==> src/rtl/bhfs_pkg.sv <==
// shared constants and types for the bitmap hole fit search block
package bhfs_pkg;

   // field widths of the transfer payloads
   localparam int REQ_TYPE_W  = 1;
   localparam int WORD_IDX_W  = 5;
   localparam int WORD_DATA_W = 32;
   localparam int REQ_SIZE_W  = 11;
   localparam int BASE_W      = 10;
   localparam int HOLE_W      = 11;

   // control register port
   localparam int MODE_W     = 2;
   localparam int UNITS_W    = 11;
   localparam int CSR_IDX_W  = 1;
   localparam int CSR_DATA_W = 11;

   localparam logic [UNITS_W-1:0] UNITS_RESET = 11'd1024;

   // register indexes
   localparam logic [CSR_IDX_W-1:0] CSR_FIT_MODE  = 1'd0;
   localparam logic [CSR_IDX_W-1:0] CSR_MAP_UNITS = 1'd1;

   // placement policies, unused code behaves as first fit
   localparam logic [MODE_W-1:0] FIT_FIRST = 2'd0;
   localparam logic [MODE_W-1:0] FIT_BEST  = 2'd1;
   localparam logic [MODE_W-1:0] FIT_WORST = 2'd2;

   // request kinds
   localparam logic [REQ_TYPE_W-1:0] REQ_WRITE  = 1'b0;
   localparam logic [REQ_TYPE_W-1:0] REQ_SEARCH = 1'b1;

   // commands from the scan sequencer to the run tracker
   typedef struct packed {
      logic clear;
      logic close;
   } track_ctl_type;

endpackage

==> src/rtl/bhfs_chan_if.sv <==
// request and response channel interfaces
interface bhfs_req_if;
   logic                                valid;
   logic                                ready;
   logic [bhfs_pkg::REQ_TYPE_W-1:0]     req_type;
   logic [bhfs_pkg::WORD_IDX_W-1:0]     word_index;
   logic [bhfs_pkg::WORD_DATA_W-1:0]    word_bits;
   logic [bhfs_pkg::REQ_SIZE_W-1:0]     request_size;

   modport source (output valid, req_type, word_index, word_bits, request_size,
                   input ready);
   modport sink   (input valid, req_type, word_index, word_bits, request_size,
                   output ready);
endinterface

interface bhfs_rsp_if;
   logic                           valid;
   logic                           ready;
   logic                           found;
   logic [bhfs_pkg::BASE_W-1:0]    base_unit;
   logic [bhfs_pkg::HOLE_W-1:0]    hole_length;

   modport source (output valid, found, base_unit, hole_length, input ready);
   modport sink   (input valid, found, base_unit, hole_length, output ready);
endinterface

==> src/rtl/bhfs_best_track.sv <==
// run evaluation unit: compares each closed free run and keeps the chosen one
module bhfs_best_track #(
   parameter int LEN_W  = 11,
   parameter int UNIT_W = 10
) (
   input  logic                                clock,
   input  logic                                reset,
   input  bhfs_pkg::track_ctl_type             ctl,
   input  logic [bhfs_pkg::MODE_W-1:0]         fit_mode,
   input  logic [bhfs_pkg::REQ_SIZE_W-1:0]     need,
   input  logic [UNIT_W-1:0]                   run_start,
   input  logic [LEN_W-1:0]                    run_len,
   output logic                                stop,
   output logic                                have,
   output logic [UNIT_W-1:0]                   best_base,
   output logic [LEN_W-1:0]                    best_len
);

   localparam int CMP_W = (LEN_W > bhfs_pkg::REQ_SIZE_W) ? LEN_W : bhfs_pkg::REQ_SIZE_W;

   logic              have_ff, have_in;
   logic [UNIT_W-1:0] best_base_ff;
   logic [LEN_W-1:0]  best_len_ff;
   logic              fits, is_best, is_worst, take;

   // compare logic for every fit mode
   always_comb begin
      fits     = CMP_W'(run_len) >= CMP_W'(need);
      is_best  = (fit_mode == bhfs_pkg::FIT_BEST);
      is_worst = (fit_mode == bhfs_pkg::FIT_WORST);
      take     = ctl.close && fits &&
                 (!have_ff || (is_best && (run_len < best_len_ff)) ||
                  (is_worst && (run_len > best_len_ff)));
      stop     = ctl.close && fits && !have_ff && !is_best && !is_worst;
      have_in  = ctl.clear ? 1'b0 : (have_ff || take);
   end

   always_ff @(posedge clock) begin
      if (reset) begin
         have_ff <= 1'b0;
      end else begin
         have_ff <= have_in;
      end
   end

   // chosen run payload
   always_ff @(posedge clock) begin
      if (take) begin
         best_base_ff <= run_start;
         best_len_ff  <= run_len;
      end
   end

   assign have      = have_ff;
   assign best_base = best_base_ff;
   assign best_len  = best_len_ff;

endmodule

==> src/rtl/bhfs_scan_engine.sv <==
// scan sequencer: bitmap memory, clearing pass, run tracking and response register
module bhfs_scan_engine #(
   parameter int MAP_BITS  = 1024,
   parameter int WORD_BITS = 32,
   parameter int U_W       = 11
) (
   input  logic                          clock,
   input  logic                          reset,
   bhfs_req_if.sink                      req_ch,
   bhfs_rsp_if.source                    rsp_ch,
   input  logic [bhfs_pkg::MODE_W-1:0]   fit_mode,
   input  logic [U_W-1:0]                limit
);

   localparam int MAP_WORDS = (MAP_BITS + WORD_BITS - 1) / WORD_BITS;
   localparam int W_W       = (MAP_WORDS > 1) ? $clog2(MAP_WORDS) : 1;
   localparam int O_W       = $clog2(WORD_BITS);
   localparam int UNIT_W    = $clog2(MAP_BITS);
   localparam int S_W       = U_W + 1;

   typedef enum logic [2:0] {
      ST_CLEAR,
      ST_IDLE,
      ST_FETCH,
      ST_SCAN,
      ST_FINISH,
      ST_EMIT
   } state_type;

   state_type                         state_ff, state_in;
   logic [W_W-1:0]                    clr_ff, clr_in;
   logic [U_W-1:0]                    u_ff, u_in;
   logic [W_W-1:0]                    word_ff, word_in;
   logic [O_W-1:0]                    off_ff, off_in;
   logic                              run_open_ff, run_open_in;
   logic [UNIT_W-1:0]                 run_start_ff, run_start_in;
   logic [U_W-1:0]                    run_len_ff, run_len_in;
   logic [bhfs_pkg::REQ_SIZE_W-1:0]   need_ff, need_in;
   logic                              rsp_valid_ff, rsp_valid_in;
   logic                              rsp_found_ff, rsp_found_in;
   logic [bhfs_pkg::BASE_W-1:0]       rsp_base_ff, rsp_base_in;
   logic [bhfs_pkg::HOLE_W-1:0]       rsp_len_ff, rsp_len_in;

   logic [WORD_BITS-1:0]              mem_ff [MAP_WORDS];
   logic [WORD_BITS-1:0]              rd_data_ff;
   logic                              mem_we;
   logic [W_W-1:0]                    mem_waddr;
   logic [WORD_BITS-1:0]              mem_wdata;

   logic                              req_fire, whole, all_free, all_used, bulk;
   logic                              step_used, word_end;
   logic [U_W-1:0]                    step, u_next;
   bhfs_pkg::track_ctl_type           trk_ctl;
   logic                              trk_stop, trk_have;
   logic [UNIT_W-1:0]                 trk_base;
   logic [U_W-1:0]                    trk_len;

   assign req_fire     = req_ch.valid && req_ch.ready;
   assign req_ch.ready = (state_ff == ST_IDLE);

   // step decode: a whole free or used word within the limit moves as one step, else one unit
   always_comb begin
      whole     = (off_ff == '0) && ((S_W'(u_ff) + S_W'(WORD_BITS)) <= S_W'(limit));
      all_free  = (rd_data_ff == '0);
      all_used  = (rd_data_ff == '1);
      bulk      = whole && (all_free || all_used);
      step_used = bulk ? all_used : rd_data_ff[off_ff];
      step      = bulk ? U_W'(WORD_BITS) : U_W'(1);
      u_next    = u_ff + step;
      word_end  = bulk || (off_ff == O_W'(WORD_BITS - 1));
   end

   bhfs_best_track #(
      .LEN_W  (U_W),
      .UNIT_W (UNIT_W)
   ) u_best_track (
      .clock     (clock),
      .reset     (reset),
      .ctl       (trk_ctl),
      .fit_mode  (fit_mode),
      .need      (need_ff),
      .run_start (run_start_ff),
      .run_len   (run_len_ff),
      .stop      (trk_stop),
      .have      (trk_have),
      .best_base (trk_base),
      .best_len  (trk_len)
   );

   // sequencer next state and datapath
   always_comb begin
      state_in     = state_ff;
      clr_in       = clr_ff;
      u_in         = u_ff;
      word_in      = word_ff;
      off_in       = off_ff;
      run_open_in  = run_open_ff;
      run_start_in = run_start_ff;
      run_len_in   = run_len_ff;
      need_in      = need_ff;
      rsp_found_in = rsp_found_ff;
      rsp_base_in  = rsp_base_ff;
      rsp_len_in   = rsp_len_ff;
      rsp_valid_in = rsp_valid_ff && !rsp_ch.ready;
      trk_ctl      = '0;
      mem_we       = 1'b0;
      mem_waddr    = clr_ff;
      mem_wdata    = '0;

      case (state_ff)
         ST_CLEAR: begin
            mem_we = 1'b1;
            clr_in = clr_ff + 1'b1;
            if (clr_ff == W_W'(MAP_WORDS - 1)) begin
               state_in = ST_IDLE;
            end
         end
         ST_IDLE: begin
            if (req_fire) begin
               if (req_ch.req_type == bhfs_pkg::REQ_WRITE) begin
                  // out of range word indexes are dropped
                  mem_we    = (32'(req_ch.word_index) < 32'(MAP_WORDS));
                  mem_waddr = W_W'(req_ch.word_index);
                  mem_wdata = WORD_BITS'(req_ch.word_bits);
               end else begin
                  need_in       = (req_ch.request_size == '0) ?
                                  bhfs_pkg::REQ_SIZE_W'(1) : req_ch.request_size;
                  u_in          = '0;
                  word_in       = '0;
                  off_in        = '0;
                  run_open_in   = 1'b0;
                  trk_ctl.clear = 1'b1;
                  state_in      = (limit == '0) ? ST_EMIT : ST_FETCH;
               end
            end
         end
         ST_FETCH: begin
            state_in = ST_SCAN;
         end
         ST_SCAN: begin
            if (step_used) begin
               trk_ctl.close = run_open_ff;
               run_open_in   = 1'b0;
            end else if (!run_open_ff) begin
               run_open_in  = 1'b1;
               run_start_in = UNIT_W'(u_ff);
               run_len_in   = step;
            end else begin
               run_len_in = run_len_ff + step;
            end
            u_in    = u_next;
            off_in  = word_end ? '0 : off_ff + 1'b1;
            word_in = word_end ? word_ff + 1'b1 : word_ff;
            if (trk_stop) begin
               state_in = ST_EMIT;
            end else if (u_next >= limit) begin
               state_in = ST_FINISH;
            end else if (word_end) begin
               state_in = ST_FETCH;
            end
         end
         ST_FINISH: begin
            // a run that reaches the search limit closes here
            trk_ctl.close = run_open_ff;
            run_open_in   = 1'b0;
            state_in      = ST_EMIT;
         end
         ST_EMIT: begin
            if (!rsp_valid_ff || rsp_ch.ready) begin
               rsp_valid_in = 1'b1;
               rsp_found_in = trk_have;
               rsp_base_in  = trk_have ? bhfs_pkg::BASE_W'(trk_base) : '0;
               rsp_len_in   = trk_have ? bhfs_pkg::HOLE_W'(trk_len) : '0;
               state_in     = ST_IDLE;
            end
         end
         default: begin
            state_in = ST_IDLE;
         end
      endcase
   end

   // state and registered outputs
   always_ff @(posedge clock) begin
      if (reset) begin
         state_ff     <= ST_CLEAR;
         clr_ff       <= '0;
         rsp_valid_ff <= 1'b0;
      end else begin
         state_ff     <= state_in;
         clr_ff       <= clr_in;
         rsp_valid_ff <= rsp_valid_in;
      end
      u_ff         <= u_in;
      word_ff      <= word_in;
      off_ff       <= off_in;
      run_open_ff  <= run_open_in;
      run_start_ff <= run_start_in;
      run_len_ff   <= run_len_in;
      need_ff      <= need_in;
      rsp_found_ff <= rsp_found_in;
      rsp_base_ff  <= rsp_base_in;
      rsp_len_ff   <= rsp_len_in;
   end

   // bitmap memory, one write and one registered read port
   always_ff @(posedge clock) begin
      if (mem_we) begin
         mem_ff[mem_waddr] <= mem_wdata;
      end
      if (state_ff == ST_FETCH) begin
         rd_data_ff <= mem_ff[word_ff];
      end
   end

   assign rsp_ch.valid       = rsp_valid_ff;
   assign rsp_ch.found       = rsp_found_ff;
   assign rsp_ch.base_unit   = rsp_base_ff;
   assign rsp_ch.hole_length = rsp_len_ff;

endmodule

==> src/rtl/bitmap_hole_fit_search.sv <==
// top level: control registers and the bitmap scan engine
// a search fetches each bitmap word in turn; a word that lies wholly within the limit and is
//   wholly free or wholly used moves as one step, a mixed word one unit at a time
// first fit stops at the first run that fits; the response is registered
// the one-unit-per-cycle step through mixed words and the single memory read port bound the search
// reset is synchronous; afterwards a clearing pass zeroes the bitmap word by word,
//   with no request taken meanwhile; configuration writes are always taken
module bitmap_hole_fit_search #(
   parameter int MAP_BITS  = 1024,
   parameter int WORD_BITS = 32
) (
   input  logic                              clock,
   input  logic                              reset,
   bhfs_req_if.sink                          req_ch,
   bhfs_rsp_if.source                        rsp_ch,
   input  logic                              csr_we,
   input  logic [bhfs_pkg::CSR_IDX_W-1:0]    csr_index,
   input  logic [bhfs_pkg::CSR_DATA_W-1:0]   csr_wdata
);

   localparam int U_W = $clog2(MAP_BITS + 1);

   logic [bhfs_pkg::MODE_W-1:0]  fit_mode_ff, fit_mode_in;
   logic [bhfs_pkg::UNITS_W-1:0] map_units_ff, map_units_in;
   logic [U_W-1:0]               limit;

   // control register writes
   always_comb begin
      fit_mode_in  = fit_mode_ff;
      map_units_in = map_units_ff;
      if (csr_we) begin
         case (csr_index)
            bhfs_pkg::CSR_FIT_MODE:  fit_mode_in  = csr_wdata[bhfs_pkg::MODE_W-1:0];
            bhfs_pkg::CSR_MAP_UNITS: map_units_in = bhfs_pkg::UNITS_W'(csr_wdata);
            default: begin
            end
         endcase
      end
   end

   always_ff @(posedge clock) begin
      if (reset) begin
         fit_mode_ff  <= bhfs_pkg::FIT_FIRST;
         map_units_ff <= bhfs_pkg::UNITS_RESET;
      end else begin
         fit_mode_ff  <= fit_mode_in;
         map_units_ff <= map_units_in;
      end
   end

   // search limit saturates at the map size
   assign limit = (32'(map_units_ff) > 32'(MAP_BITS)) ? U_W'(MAP_BITS) : U_W'(map_units_ff);

   bhfs_scan_engine #(
      .MAP_BITS  (MAP_BITS),
      .WORD_BITS (WORD_BITS),
      .U_W       (U_W)
   ) u_scan_engine (
      .clock    (clock),
      .reset    (reset),
      .req_ch   (req_ch),
      .rsp_ch   (rsp_ch),
      .fit_mode (fit_mode_ff),
      .limit    (limit)
   );

endmodule

==> src/flat_wrapper.sv <==
// flat-port wrapper written by rule: the top's interface ports become plain ports
module bitmap_hole_fit_search_flat 
#(
   parameter int MAP_BITS  = 1024,
   parameter int WORD_BITS = 32
)
  (clock, reset, csr_we, csr_index, csr_wdata, req_ch_valid, req_ch_req_type, req_ch_word_index, req_ch_word_bits, req_ch_request_size, req_ch_ready, rsp_ch_valid, rsp_ch_found, rsp_ch_base_unit, rsp_ch_hole_length, rsp_ch_ready);
  bhfs_req_if req_ch_i ();
  bhfs_rsp_if rsp_ch_i ();
  input  logic clock;
  input  logic reset;
  input  logic csr_we;
  input  logic [bhfs_pkg::CSR_IDX_W-1:0] csr_index;
  input  logic [bhfs_pkg::CSR_DATA_W-1:0] csr_wdata;
  input wire logic [$bits(req_ch_i.valid)-1:0] req_ch_valid;
  input wire logic [$bits(req_ch_i.req_type)-1:0] req_ch_req_type;
  input wire logic [$bits(req_ch_i.word_index)-1:0] req_ch_word_index;
  input wire logic [$bits(req_ch_i.word_bits)-1:0] req_ch_word_bits;
  input wire logic [$bits(req_ch_i.request_size)-1:0] req_ch_request_size;
  output wire logic [$bits(req_ch_i.ready)-1:0] req_ch_ready;
  output wire logic [$bits(rsp_ch_i.valid)-1:0] rsp_ch_valid;
  output wire logic [$bits(rsp_ch_i.found)-1:0] rsp_ch_found;
  output wire logic [$bits(rsp_ch_i.base_unit)-1:0] rsp_ch_base_unit;
  output wire logic [$bits(rsp_ch_i.hole_length)-1:0] rsp_ch_hole_length;
  input wire logic [$bits(rsp_ch_i.ready)-1:0] rsp_ch_ready;
  assign req_ch_i.valid = req_ch_valid;
  assign req_ch_i.req_type = req_ch_req_type;
  assign req_ch_i.word_index = req_ch_word_index;
  assign req_ch_i.word_bits = req_ch_word_bits;
  assign req_ch_i.request_size = req_ch_request_size;
  assign req_ch_ready = req_ch_i.ready;
  assign rsp_ch_valid = rsp_ch_i.valid;
  assign rsp_ch_found = rsp_ch_i.found;
  assign rsp_ch_base_unit = rsp_ch_i.base_unit;
  assign rsp_ch_hole_length = rsp_ch_i.hole_length;
  assign rsp_ch_i.ready = rsp_ch_ready;
  bitmap_hole_fit_search #(.MAP_BITS(MAP_BITS), .WORD_BITS(WORD_BITS)) u_core (.clock(clock), .reset(reset), .req_ch(req_ch_i), .rsp_ch(rsp_ch_i), .csr_we(csr_we), .csr_index(csr_index), .csr_wdata(csr_wdata));
endmodule
==> config.mk <==
export PLATFORM = sky130hd
export DESIGN_NAME = bitmap_hole_fit_search_flat
export DESIGN_NICKNAME = d
export VERILOG_FILES = /design/src/rtl/bhfs_pkg.sv /design/src/rtl/bhfs_chan_if.sv /design/src/rtl/bhfs_best_track.sv /design/src/rtl/bhfs_scan_engine.sv /design/src/rtl/bitmap_hole_fit_search.sv /design/src/flat_wrapper.sv
export SDC_FILE = /design/constraint.sdc
export NUM_CORES = 1
export LEC_CHECK = 0
export BUFFER_PORTS_ARGS = -buffer_cell sky130_fd_sc_hd__buf_4
export CORE_UTILIZATION = 35
export DETAILED_ROUTE_END_ITERATION = 8
export GPL_TIMING_DRIVEN = 0
export HOLD_SLACK_MARGIN = 0.08
export PLACE_DENSITY_LB_ADDON = 0.15
export SYNTH_ARGS = -nofsm -noshare
export SYNTH_HDL_FRONTEND = slang
export SYNTH_SLANG_ARGS = --single-unit
==> constraint.sdc <==
create_clock -name clock -period 12.14 [get_ports clock]
set_clock_uncertainty 0.2 [all_clocks]
set_input_delay 1.821 -clock clock [delete_from_list [all_inputs] [get_ports clock]]
set_output_delay 1.821 -clock clock [all_outputs]
set_load 0.01 [all_outputs]
==> results of run 1 <==
-- through the flow --
| stage | area, um2 | std cells | power (mW) | util, % |
|---|---|---|---|---|
| after floorplan | 46700 | 2175 | 4.60 | - |
| after global placement | 49500 | 4019 | 4.66 | 37.5 |
| after detailed placement | 50800 | 4066 | 4.69 | 38.5 |
| after CTS | 54900 | 4297 | 8.46 | 41.6 |
| after global routing | 54900 | 4297 | 8.63 | 41.6 |
| final | 54900 | 4301 | 8.37 | 41.6 |
-- cell families (layout without fill, tap and decap cells) --
group	Yosys count	after routing	synth area share [%]
flip-flops	1176	1176	75.2
multiplexers	367	367	16.7
AND/OR/NAND/NOR	307	307	3.41
buffers and inverters	148	515	1.35
AO/OA/AOI/OAI	91	91	1.26
adder cells (fa/ha/maj)	57	57	1.53
XOR/XNOR	29	29	0.544
other	0	4	0
-- power groups by stage --
stage | Combinational, mW | Sequential, mW | Clock, mW
global route | 0.156 | 4.45 | 4.02
CTS | 0.151 | 4.45 | 3.86
finish | 0.148 | 4.45 | 3.77
global placement | 0.119 | 4.54 | 0
floorplan | 0.0629 | 4.54 | 0
detailed placement | 0.150 | 4.54 | 0
-- cells in the final DEF, fill, tap and decap left out, types with 13 or more instances in the layout --
| master | instances |
|---|---|
| inv_1 | 41 |
| nand3_1 | 19 |
| nor2_4 | 32 |
| xnor2_1 | 16 |
| and2_1 | 60 |
| buf_4 | 90 |
| clkbuf_16 | 136 |
| nand4_1 | 18 |
| and3_1 | 13 |
| mux2_2 | 33 |
| nor2_1 | 48 |
| o21ai_0 | 17 |
| mux4_2 | 322 |
| clkinv_2 | 18 |
| clkbuf_1 | 98 |
| clkinv_1 | 26 |
| edfxtp_1 | 1153 |
| a21oi_1 | 26 |
| buf_2 | 24 |
| dfxtp_1 | 23 |
| nor4_1 | 14 |
| buf_12 | 24 |
| xor2_1 | 13 |
| nand2_1 | 54 |
| ha_1 | 57 |
| buf_16 | 16 |
-- state kept, by name, summed over array words and instances, names as in the netlist, 11 cells and up --
register	count
u_core.u_scan_engine.u_ff	11
u_core.u_scan_engine.run_len_ff	11
u_core.u_scan_engine.rd_data_ff	32
u_core.u_scan_engine.mem_ff	1024
u_core.u_scan_engine.u_best_track.best_len	11
u_core.u_scan_engine.need_ff	11
u_core.u_scan_engine.rsp_ch.hole_length	11
u_core.map_units_ff	11
-- worst max-delay path by stage --
stage | cells past startpoint | to | slack (ns) | startpoint
4_1_cts | 22 | u_core.u_scan_engine.state_ff[0] | 5.73 | u_core.u_scan_engine.u_ff[6]
3_5_place_dp | 22 | u_core.u_scan_engine.state_ff[0] | 5.80 | u_core.u_scan_engine.u_ff[6]
3_3_place_gp | 5 | u_core.u_scan_engine.mem_ff[31][15] | 3.88 | req_ch_req_type
2_1_floorplan | 22 | u_core.u_scan_engine.state_ff[0] | 6.92 | u_core.u_scan_engine.u_ff[6]
5_1_grt | 24 | u_core.u_scan_engine.state_ff[1] | 5.31 | u_core.map_units_ff[10]
6_report | 22 | u_core.u_scan_engine.state_ff[0] | 5.77 | u_core.u_scan_engine.u_ff[6]
-- critical path, delay by kind of cell (launching register included) --
family                   cells  cell delay [ns]
AO/OA/AOI/OAI                6             1.41
XOR/XNOR                     2             0.47
flip-flops                   1             0.48
AND/OR/NAND/NOR              8             1.76
buffers and inverters        1             0.65
adder cells (fa/ha/maj)      5             1.30
-- per-layer routing --
metal	share of wire (%)	up-vias
met3	5.5	181
met4	2.3	4
met2	48	707
li1	-	9618
met5	0.022	-
met1	44	12400
-- cell type report --
class / instances / area [um2]
clock inverters: 63 / 500
plain buffers: 107 / 478
flip-flops and latches: 1176 / 35100
well taps: 1755 / 2200
repair buffers: 136 / 1680
clock buffers: 168 / 3530
fillers: 11500 / 77100
multi-input cells: 851 / 11200
inverters: 41 / 154
diodes: 4 / 10.0
==> flow_summary.json, run 1 <==
{
  "status": "complete, no violations",
  "area_growth_pct": 17.6,
  "worst_slew_pin_slew_ns": 1.33,
  "timing.rr.start": "u_core.u_scan_engine.u_ff[6]",
  "antenna_found_initial": 4,
  "tritoncts": "done",
  "initial_core_util_pct": 35.4,
  "yosysTopAreaCell": "edfxtp_1",
  "dr.first_iter.drc_count": 2341,
  "ys_async_sr_fraction_pct": 0,
  "ys_ff_latch": 1176,
  "cp_max_fo": 9,
  "cts_root_buf": "clkbuf_16",
  "r2r_cells": 22,
  "via_per_inst": 5.33,
  "ys_warn_count": 0,
  "io_pins": 90,
  "setup_viol": 0,
  "port_buffers": 89,
  "p_int_mw": 6.67,
  "crit_path_end_kind": "flip-flop",
  "dieArea_mm2": 0.135,
  "hold_viol": 0,
  "hold_buffers": 0,
  "core_mm2": 0.132,
  "maxCapViolations": 0,
  "ir_worst_vdd_v": 0.000149,
  "cp.required_ns": 12.61,
  "worstHoldStart": "u_core.u_scan_engine.run_start_ff[7]",
  "routabilityCongestion": 0.803,
  "dp_slack_ns": 5.80,
  "ys_top_cells_by_area": "edfxtp_1 (74%), mux4_2 (16%), ha_1 (1.5%)",
  "die_width_um": 367,
  "min_to": "u_core.u_scan_engine.u_best_track.best_base[7]",
  "grt_max_degree": 33,
  "drc": 0,
  "htree_levels": 4,
  "switching_share_pct": 20.3,
  "power_density_mw_per_mm2": 153,
  "final_nets": 2566,
  "switching_power_mw": 1.70,
  "cts.sinks": 1176,
  "rsz0062_at_grt": "no",
  "synthTopCellsByCount": "edfxtp_1 (1153), mux4_2 (322), nor2_1 (80), clkbuf_1 (67), and2_1 (60)",
  "syn_inst": 2175,
  "via_count": 22900,
  "firstDrtPassIters": 5,
  "slowest_stage": "clkdlybuf4s50_2",
  "crit_chain": "ha_1, nand3_1, xnor2_1, ha_1, a21o_1, a21oi_1, a31oi_1, or3_2, clkdlybuf4s50_2, ha_1, ha_1, and3_1, a31oi_1, and3b_1, xor2_1, ha_1, nand4_1, nor2_1, a221oi_1, nand2_1, nand4bb_1, a221oi_2",
  "power_frac_comb_pct": 1.8,
  "slew_violations": 0,
  "grtUsageMet1_pct": 25.7,
  "post-cts-setup-buffers": 0,
  "wl_per_cell_um": 29.1,
  "grt_busiest_layer": "met2",
  "startpoint_type": "flip-flop",
  "power_frac_seq_pct": 53.2,
  "fin_ws_ns": 5.77,
  "dp_hpwl_um": 84200,
  "gr-usage-all-layers_pct": 18.7,
  "timing.rr.end": "u_core.u_scan_engine.state_ff[0]",
  "synth_top_area_share_pct": 74.2,
  "cts_resized": 0,
  "avgSynthCellArea_um2": 21.5,
  "synth_edf_count": 1153,
  "cpPeakStageDelay_ns": 0.65,
  "relSlewSlack_pct": 11.6,
  "min_period_ns": 6.37,
  "wirelength_um": 125000,
  "tns_ns": 0,
  "clk_pin_slew_worst_paths_ns": 0.06,
  "cts.path.max_buffers": 3,
  "die_h_um": 367,
  "yosysMostFrequentCell": "edfxtp_1",
  "clock_latency_ns": 0.75,
  "holdPathStages": 0,
  "whs_ns": 0.224,
  "grt_util_met3_pct": 3.90,
  "std_cell_rows": 133,
  "cts_buffers": 130,
  "ant_nets": 0,
  "critPathKind": "reg2reg",
  "min_period_over_period_pct": 52.5,
  "drive_gt1_share_pct": 29.4,
  "seq_area_frac_synth_pct": 75.2,
  "hold_class": "reg2reg",
  "cpMostUsedCell": "ha_1",
  "rrSetupSlack_ns": 5.77,
  "max_freq_mhz": 157,
  "use_met2_pct": 30.2,
  "grt_remaining_overflow": 0,
  "synth.net_count": 2298,
  "cp_data_arrival_time_ns": 6.84,
  "p_clk_share_pct": 45.1,
  "synthesis.area_mm2": 0.0467,
  "grt_pass1_wl_um": 177000,
  "yosysUniqueCellTypes": 62,
  "p_leak_nw": 16.3,
  "grt_pass1_vias": 23800,
  "ys.flop_type": "edfxtp_1"
}
Power figures use the tool's default switching activity.
==> run 2, diff against run 1 <==
Clock period 12.14 ns to 5.3 ns, I/O delays scaled along.
==> run 2 against run 1 <==
  * Register-to-register slack worse by 5.6 ns
  * Global-route usage is 0.073 points higher
  * Die area stayed put
  * First-iteration DRC count is 1.8% higher
  * Power is 130% higher
  * Non-clock buffer count is 28 higher
  * Routed wire length is 0.45% higher
  * Clock power is 130% higher
  * Sequential power is 130% higher
  * Final cell count is 0.60% higher
  * Critical path type unchanged
  * Largest power group unchanged
==> flow_summary.json, run 2 (synthesis gave the netlist of run 1 again) <==
{
  "status": "complete, no violations",
  "drive_gt1_share_pct": 30.3,
  "total_power_mw": 19.2,
  "clk_pin_slew_worst_paths_ns": 0.06,
  "cts_buffers": 130,
  "min_to": "u_core.map_units_ff[4]",
  "ir_worst_vdd_v": 0.000342,
  "ant_nets": 0,
  "drc": 0,
  "critPathKind": "reg2reg",
  "clock_latency_ns": 0.75,
  "max_freq_mhz": 195,
  "wirelength_um": 126000,
  "dr.first_iter.drc_count": 2384,
  "dp_hpwl_um": 84200,
  "cp.required_ns": 5.77,
  "firstDrtPassIters": 5,
  "grt_pass1_vias": 23900,
  "timing.rr.start": "u_core.u_scan_engine.u_ff[6]",
  "setup_viol": 0,
  "worst_slew_pin_slew_ns": 1.32,
  "wl_per_cell_um": 29.1,
  "cp_max_fo": 6,
  "power_density_mw_per_mm2": 347,
  "p_clk_share_pct": 45.1,
  "initial_core_util_pct": 35.4,
  "switching_share_pct": 20.3,
  "slew_violations": 0,
  "power_frac_seq_pct": 53.1,
  "port_buffers": 89,
  "cp_data_arrival_time_ns": 5.60,
  "core_mm2": 0.132,
  "utilization_pct": 41.9,
  "cpPeakStageDelay_ns": 0.47,
  "p_int_mw": 15.3,
  "grt_max_degree": 33,
  "timing.rr.end": "u_core.u_scan_engine.state_ff[0]",
  "final_nets": 2594,
  "via_per_inst": 5.31,
  "die_width_um": 367,
  "grt_remaining_overflow": 0,
  "slowest_stage": "or3_4",
  "cts_root_buf": "clkbuf_16",
  "gr-usage-all-layers_pct": 18.8,
  "power_frac_comb_pct": 1.8,
  "die_h_um": 367,
  "hold_viol": 0,
  "area_growth_pct": 18.5,
  "layout_commonest_cell": "edfxtp_1",
  "relSlewSlack_pct": 11.7,
  "min_period_over_period_pct": 96.8,
  "io_pins": 90,
  "dieArea_mm2": 0.135,
  "tritoncts": "done",
  "switching_power_mw": 3.91,
  "startpoint_type": "flip-flop",
  "crit_path_end_kind": "flip-flop",
  "cts.path.max_buffers": 3,
  "cts.sinks": 1176,
  "crit_chain": "buf_6, and3_4, nand3_2, xnor2_2, ha_1, nand3_2, o21bai_2, a31oi_4, or3_4, ha_4, ha_1, and3_4, a31oi_4, and3b_2, xor2_4, ha_4, nand4_1, nor2_2, a221oi_2, nand2_2, nand4bb_1, a221oi_2",
  "worstHoldStart": "csr_wdata[4]",
  "largest_register_ffs": 1024,
  "r2r_cells": 22,
  "htree_levels": 4,
  "regMostFlops": "u_core.u_scan_engine.mem_ff",
  "min_period_ns": 5.13,
  "routabilityCongestion": 0.803,
  "rrSetupSlack_ns": 0.17,
  "p_leak_nw": 16.5,
  "top_regs": "u_core.u_scan_engine.mem_ff x1024, u_core.u_scan_engine.rd_data_ff x32",
  "holdPathStages": 3,
  "via_count": 23000,
  "maxCapViolations": 0,
  "hold_class": "in2reg",
  "std_cell_rows": 133,
  "grt_pass1_wl_um": 178000,
  "final_cell_mix": "edfxtp_1 (1153), mux4_2 (322), clkbuf_16 (136), buf_4 (99), clkbuf_1 (97)",
  "antenna_found_initial": 4
}
==> run 2: worst max path at each step <==
stage                                       startpoint                                   to
after floorplan           u_core.u_scan_engine.u_ff[6]     u_core.u_scan_engine.state_ff[0]
after global placement                 req_ch_req_type  u_core.u_scan_engine.mem_ff[31][15]
after detailed placement  u_core.u_scan_engine.u_ff[6]     u_core.u_scan_engine.state_ff[0]
after CTS                 u_core.u_scan_engine.u_ff[6]     u_core.u_scan_engine.state_ff[0]
after global routing      u_core.u_scan_engine.u_ff[6]     u_core.u_scan_engine.state_ff[1]
final                     u_core.u_scan_engine.u_ff[6]     u_core.u_scan_engine.state_ff[0]
==> run 2: power groups by stage <==
stage          Clock (mW)  Sequential [mW]  Combinational, mW
2_1_floorplan           0             10.4              0.144
3_3_place_gp            0             10.4              0.273
3_5_place_dp            0             10.4              0.343
4_1_cts              8.84             10.2              0.359
5_1_grt              9.20             10.2              0.374
6_report             8.65             10.2              0.355
==> run 2: cell type report <==
type / count / area, um2
Fill cell: 11400 / 76700
Sequential cell: 1176 / 35100
Multi-Input combinational cell: 851 / 11400
Clock buffer: 168 / 3530
Tap cell: 1755 / 2200
Timing Repair Buffer: 166 / 1960
Clock inverter: 63 / 500
Buffer: 105 / 463
Inverter: 41 / 158
Antenna cell: 2 / 5.00
==> run 2: timing repair <==
action / in CTS / in global routing
hold buffers: 20 / 0
setup buffers: 5 / 5
setup endpoints to repair: 3 / 3
gates cloned: 0 / 0
endpoints found under the hold margin: 22 / 0
pin swaps: 5 / 12
gates resized for setup: 13 / 19
==> run 2: through the flow <==
stage | hold slack [ns] | instances | TNS [ns] | setup slack, ns | area, um2
final | 0.128 | 4327 | 0 | 0.171 | 55300
after global routing | 0.0962 | 4325 | -0.0615 | -0.0346 | 55300
after CTS | 0.0813 | 4320 | 0 | 0.00292 | 55200
after detailed placement | 0.210 | 4066 | -2.98 | -1.04 | 50800
after global placement | 0.205 | 4019 | -1598.32 | -1.93 | 49500
after floorplan | 0.200 | 2175 | 0 | 0.0775 | 46700
==> run 2: critical path, delay by kind of cell (launching register included) <==
kind | cells | cell delay [ns]
buf+inv | 1 | 0.15
fa+ha+maj | 4 | 0.98
flops | 1 | 0.41
compound gates | 5 | 1.03
simple gates | 10 | 1.91
xor+xnor | 2 | 0.34
==> run 2: per-layer routing <==
layer / share of wire, % / vias up / global-route usage (%)
li1: - / 9661 / -
met3: 5.6 / 183 / 3.88
met2: 48 / 676 / 30.4
met4: 2.3 / 6 / 5.31
met1: 44 / 12500 / 25.8
met5: 0.027 / - / 0
